`config.mk`:
```
export PLATFORM = sky130hd
export DESIGN_NAME = lfgd_divider
export DESIGN_NICKNAME = d
export VERILOG_FILES = /design/src/hw/rtl/linear_fit_gradient_descent_macros.svh /design/src/hw/rtl/lfgd_pkg.sv /design/src/hw/rtl/lfgd_divider.sv
export SDC_FILE = /design/constraint.sdc
export NUM_CORES = 1
export LEC_CHECK = 0
export BUFFER_PORTS_ARGS = -buffer_cell sky130_fd_sc_hd__clkbuf_2
export CAP_MARGIN = 15
export CORE_MARGIN = 1.5
export CORE_UTILIZATION = 50
export CTS_BUF_LIST = sky130_fd_sc_hd__clkbuf_16
export CTS_CLUSTER_SIZE = 20
export DETAILED_ROUTE_END_ITERATION = 10
export PLACE_DENSITY = 0.86
export SYNTH_ARGS = -nofsm -noshare
export SYNTH_HDL_FRONTEND = slang
export SYNTH_SLANG_ARGS = --single-unit
```
`constraint.sdc`:
```
create_clock -name clk -period 8.4 [get_ports clk]
set_clock_uncertainty 0.15 [all_clocks]
set_input_delay 0.42 -clock clk [delete_from_list [all_inputs] [get_ports clk]]
set_output_delay 0.42 -clock clk [all_outputs]
set_load 0.03 [all_outputs]
```
`src/hw/rtl/linear_fit_gradient_descent_macros.svh`:
```
// Assertion macros for the line-fit block.
`ifndef LINEAR_FIT_GRADIENT_DESCENT_MACROS_SVH
`define LINEAR_FIT_GRADIENT_DESCENT_MACROS_SVH

// Implication checked on every rising clock edge outside reset.
`define LFGD_ASSERT_IMP(label, ante, cons, msg) \
    label: assert property (@(posedge clk) disable iff (!rst_n) (ante) |-> (cons)) \
        else $error(msg);

// Next-cycle implication.
`define LFGD_ASSERT_NEXT(label, ante, cons, msg) \
    label: assert property (@(posedge clk) disable iff (!rst_n) (ante) |=> (cons)) \
        else $error(msg);

`endif

```
`src/hw/rtl/lfgd_pkg.sv`:
```
package lfgd_pkg;
    localparam int unsigned MaxPointsDefault = 256;
    localparam int unsigned XW = 32;
    localparam int unsigned EW = 40;
    localparam int unsigned IW = 11;
    localparam logic [IW-1:0] MaxIterReset = 11'd100;
    localparam logic [30:0] ThreshReset = 31'd655;
    localparam logic [15:0] RateReset = 16'd1311;
    localparam int unsigned CfgIdxW = 2;
    localparam logic [CfgIdxW-1:0] CFG_MAX_ITER = 2'd0;
    localparam logic [CfgIdxW-1:0] CFG_THRESH = 2'd1;
    localparam logic [CfgIdxW-1:0] CFG_RATE = 2'd2;

    typedef enum logic [3:0] {
        ST_LOAD,
        ST_ITER_START,
        ST_READ,
        ST_MUL1,
        ST_PRED,
        ST_MUL2,
        ST_ACC,
        ST_STEP_MUL,
        ST_DIV,
        ST_UPDATE,
        ST_OUT
    } fit_state_t;

    typedef struct packed {
        logic start;
        logic busy;
    } div_ctrl_t;

    function automatic logic signed [XW-1:0] sat32(input logic signed [63:0] v);
        logic signed [63:0] hi;
        logic signed [63:0] lo;
        hi = 64'sh7FFF_FFFF;
        lo = -64'sh8000_0000;
        if (v > hi) return 32'sh7FFF_FFFF;
        else if (v < lo) return -32'sh8000_0000;
        else return v[XW-1:0];
    endfunction

    function automatic logic signed [EW-1:0] sat40(input logic signed [63:0] v);
        logic signed [63:0] hi;
        logic signed [63:0] lo;
        hi = 64'sh7F_FFFF_FFFF;
        lo = -64'sh80_0000_0000;
        if (v > hi) return 40'sh7F_FFFF_FFFF;
        else if (v < lo) return -40'sh80_0000_0000;
        else return v[EW-1:0];
    endfunction
endpackage

```
`src/hw/rtl/lfgd_divider.sv`:
```
module lfgd_divider
    import lfgd_pkg::*;
#(
    parameter int unsigned NW = 57,
    parameter int unsigned DW = 25
) (
    input  logic clk,
    input  logic rst_n,
    input  logic start,
    input  logic [NW-1:0] numer,
    input  logic [DW-1:0] denom,
    output logic [NW-1:0] quot,
    output div_ctrl_t ctrl
);
    // restoring divider, one quotient bit a cycle
    localparam int unsigned CW = $clog2(NW + 1);
    logic [NW-1:0] q_reg, q_next;
    logic [DW:0] r_reg, r_next;
    logic [CW-1:0] cnt_reg, cnt_next;
    logic busy_reg, busy_next;
    logic [DW:0] trial;

    always_comb
    begin
        q_next = q_reg;
        r_next = r_reg;
        cnt_next = cnt_reg;
        busy_next = busy_reg;
        trial = '0;
        if (start)
        begin
            q_next = numer;
            r_next = '0;
            cnt_next = CW'(NW);
            busy_next = 1'b1;
        end
        else if (busy_reg)
        begin
            trial = {r_reg[DW-1:0], q_reg[NW-1]};
            q_next = {q_reg[NW-2:0], 1'b0};
            if (trial >= {1'b0, denom})
            begin
                r_next = trial - {1'b0, denom};
                q_next[0] = 1'b1;
            end
            else
            begin
                r_next = trial;
            end
            cnt_next = cnt_reg - 1'b1;
            if (cnt_reg == CW'(1))
            begin
                busy_next = 1'b0;
            end
        end
    end

    always_ff @(posedge clk or negedge rst_n)
    begin
        if (!rst_n)
        begin
            busy_reg <= 1'b0;
            cnt_reg <= '0;
        end
        else
        begin
            busy_reg <= busy_next;
            cnt_reg <= cnt_next;
        end
    end

    always_ff @(posedge clk)
    begin
        q_reg <= q_next;
        r_reg <= r_next;
    end

    assign quot = q_reg;
    assign ctrl.start = start;
    assign ctrl.busy = busy_reg;
endmodule

```
After elaboration in Yosys (flattened, before gate mapping) --
Index checks and enable logic that the tools add are counted.
Cells by class: add/subtract/negate cells 2, multiply operators 0, div/mod/pow operators 0, magnitude comparators 1, eq/ne operators 1, shift-type cells 0, mux-type cells 9, bitwise operators 0, reductions and logical operators 1
Operator list (number):
- two-way mux 57 bit | 2
- greater-or-equal comparator 26 x 25 -> 1 bit | 1
- two-way mux 25 bit | 1
- subtractor 25 bit | 1
- two-way mux 6 bit | 2
- equality test 6 x 1 -> 1 bit, second input constant | 1
- subtractor 6 x 1 -> 6 bit, second input constant | 1
- two-way mux 1 bit | 4
- nonzero test 2 bit | 1
Storage, ports and cells: register bits 89, bits in latches 0, memory bits (writable) 0, memory bits (read-only) 0, input bits 85, output and inout port bits 59, logic and storage cells 18, memories kept 0

Depth between registers and ports, before layout --
word-level depth 4, gate-level depth with buffers 13

Worst setup path before layout --
No wires, ideal clock.
kind flip-flop to flip-flop, from register q_reg[56], in the netlist quot[56], to register q_reg[0], in the netlist quot[0] (data pin), setup time 260 ps, data arrival time 2513 ps, required time 7990 ps, slack 5477 ps, stages on the path, launching flop included 13, clock period less this slack 2923 ps, cells stage by stage edfxtp_1 inv_1 ha_1 inv_1 fa_1 a21oi_1 o2bb2ai_1 o211ai_1 a31oi_1 nor2_1 inv_1 buf_4 mux2_2
Between the ends: word-level cells in the longest chain between the ends 4
RTL lines:
- start, declared | line lfgd_divider.sv:17 | logic [NW-1:0] q_reg, q_next;
- start signal, assigned | line lfgd_divider.sv:74 | q_reg <= q_next;
- greater-or-equal comparator 26 x 25 -> 1 bit | line lfgd_divider.sv:41 | if (trial >= {1'b0, denom})
- two-way mux 1 bit | line lfgd_divider.sv:41
- two-way mux 57 bit | line lfgd_divider.sv:37 | else if (busy_reg)
- two-way mux 57 bit | line lfgd_divider.sv:30 | if (start)
- named net q_next[0] | line lfgd_divider.sv:17
The timed path passes the listed nets, and every way through them passes these cells. The select of a mux whose other input is x is not followed. A chain may end at the register's enable or synchronous reset.

Worst setup path after layout --
Same ends and word-level chain as after synthesis.

==> impl_metrics.ini <==
[grt]
grt_antenna_before_repair = 0
gr-usage-all-layers = 0.228
grt_max_degree = 58
grt_pass1_wl_mm = 20.5
first_global_vias = 4341
gr-total-overflow = 0

[sta]
rsz0062_at_grt = false
fmax_mhz = 321
period_needed_ns = 3.12
fin_setup_tns_ns = 0
slew_violations = 0
fin_ws_ns = 5.28
timing.final.crit_share = 0.371
timing.slew.headroom = 0.327
hold_violations = 0
setup-violations-final = 0
worst_slew_pin_slew_ns = 1.01

[drt]
drc = 0
first_iter_violations = 244
viasPerCell = 5.55
ant_nets = 0
drt_wl_total_mm = 12.6
vias = 4325
first_pass_iters = 4
avgRoutedWirePerCell_um = 16.2

[synth]
synth-edff-count = 57
syn_nets = 618
async_flop_share = 0.0787
yosysWarnings = 0
synth_flop_cell = edfxtp_1
synthDistinctLibCells = 53
ys_ff_latch = 89
synth-seq-area-share = 0.447
avgSynthCellArea_um2 = 10.6
postSynthCellCount = 505
netlist_area_um2 = 5340

[cts]
cts_buffers = 9
cts_resized = 0
clock_sinks = 89
cts_tree = yes
worstSkewPairLatency_ns = 0.34
cts_hold_buf = 1
clkTransAtPathRegs_ns = 0.07
htree_levels = 3
cts_buffer_depth = 2
cts_setup_buffers = 0
clock-root-buffer = clkbuf_16

[power]
power.share.switching = 0.400
power_mw = 1.89
p_switching_mw = 0.754
clockPowerShare = 0.206
p_int_mw = 1.13
leakagePower_nw = 2.89
p_comb_frac = 0.457
power_per_cell_area_nw_per_um2 = 294
irDropWorstVdd_mv = 0.158
power_frac_seq = 0.336

[cells_and_area]
final_common_cell = clkbuf_2
drive_gt1_frac = 0.353
final_nets = 751
fillCellCount = 864
syn_to_final_growth_pct = 20.2
register_area_um2 = 2390
largest_reg_flops = 57
diodes = 0
final_cells = 779
multi_input_area_um2 = 2680
final_cell_mix = clkbuf_2 (142), mux2_2 (57), edfxtp_1 (57)

[die]
die_height_um = 106
dieArea_um2 = 11300
coreArea_um2 = 10300
start_util = 0.517
ios = 144
die_w_um = 106
rows = 37

[setup_path]
crit_type = reg2reg
cp_max_fo = 12
crit_path_cell_trace = inv_1 -> ha_1 -> inv_1 -> fa_1 -> a21oi_1 -> o2bb2ai_1 -> o211ai_1 -> a31oi_1 -> nor2_1 -> inv_1 -> mux2_2
worstPathArrival_ns = 3.06
startpoint_type = register
worst_path_largest_cell_delay_ns = 0.41
crit_path_end_kind = register
cp.required_ns = 8.34
crit_slowest_cell = edfxtp_1
path_common_cell = inv_1

[placed_design]
dp_cells = 761
routabilityCongestion = 0.933
dp_hpwl_mm = 9.36
port_buffers = 143
place_ws_ns = 5.16

[hold_path]
min_path_type = in2reg

[job]
drv_cap = 0

[run_status]
status = finished clean
-- cell usage after synthesis (5+ instances only) --
master,instances,share of area
ha_1,27,0.063
buf_4,6,0.0084
xor2_1,11,0.018
edfxtp_1,57,0.32
nor2_1,49,0.034
a21oi_1,30,0.028
dfxtp_1,25,0.094
nor3_1,5,0.0047
nand3_1,11,0.010
a211oi_1,24,0.034
mux2i_1,11,0.021
nand2_1,23,0.016
xnor2_1,13,0.021
a21o_1,7,0.0098
dfrtp_1,7,0.033
clkbuf_1,13,0.0091
and2_1,5,0.0059
inv_1,33,0.023
o21ai_0,15,0.014
mux2_2,57,0.12
nand2b_1,11,0.013
o31ai_1,5,0.0070
a31oi_1,6,0.0070
-- power groups by stage --
stage	sequential, mW	clock, mW	combinational (mW)
after floorplan	0.688	0	0.626
after global placement	0.638	0	0.832
after detailed placement	0.643	0	0.855
after CTS	0.634	0.398	0.860
after global routing	0.647	0.414	0.951
final	0.635	0.389	0.863
-- final timing paths --
| kind | startpoint | end | slack, ns | depth (start not counted) |
|---|---|---|---|---|
| worst min register to register | r_reg[8] | r_reg[8] | 0.33 | 2 |
| worst min-delay path | numer[20] | quot[20] | 0.23 | 2 |
| worst max register to register | quot[56] | quot[0] | 5.28 | 11 |
| max in group asynchronous | rst_n | cnt_reg[0] | 7.63 | 2 |
| min in group asynchronous | rst_n | cnt_reg[4] | 0.31 | 2 |
| worst max-delay path | quot[56] | quot[0] | 5.28 | 11 |
-- per-layer routing --
| metal | track usage | vias to the layer above | routed length [um] |
|---|---|---|---|
| met5 | 0 | - | 0 |
| met4 | 0.0666 | 0 | 159 |
| met3 | 0.0540 | 13 | 745 |
| met2 | 0.390 | 132 | 6370 |
| met1 | 0.286 | 2059 | 5380 |
| li1 | - | 2121 | - |
-- critical path, delay by kind of cell, from the launching register on --
family	cells	cell delay (ns)
adder cells (fa/ha/maj)	2	0.54
flip-flops	1	0.41
AO/OA/AOI/OAI	4	0.80
multiplexers	1	0.37
buffers and inverters	3	0.42
AND/OR/NAND/NOR	1	0.17
-- logic make-up after synthesis --
| group | after synthesis | synth area share |
|---|---|---|
| compound gates | 108 | 0.137 |
| xor+xnor | 24 | 0.0394 |
| fa+ha+maj | 28 | 0.0670 |
| buf+inv | 59 | 0.0509 |
| flops | 89 | 0.447 |
| mux | 68 | 0.141 |
| simple gates | 129 | 0.118 |
-- through the flow --
stage	hold WS [ns]	util	instance area, um2
after CTS	0.214	0.619	6390
after detailed placement	0.114	0.591	6100
after floorplan	-0.0256	-	5340
final	0.225	0.621	6410
after global routing	0.220	0.621	6410
after global placement	0.112	0.591	6100
-- cell type report --
type | instances | share of cell area
Inverter | 33 | 0.0193
Clock buffer | 9 | 0.0351
Timing Repair Buffer | 148 | 0.120
Tap cell | 136 | 0.0265
Multi-Input combinational cell | 357 | 0.418
Sequential cell | 89 | 0.372
Clock inverter | 7 | 0.00936
No activity file was read; power rests on OpenSTA's default activity.
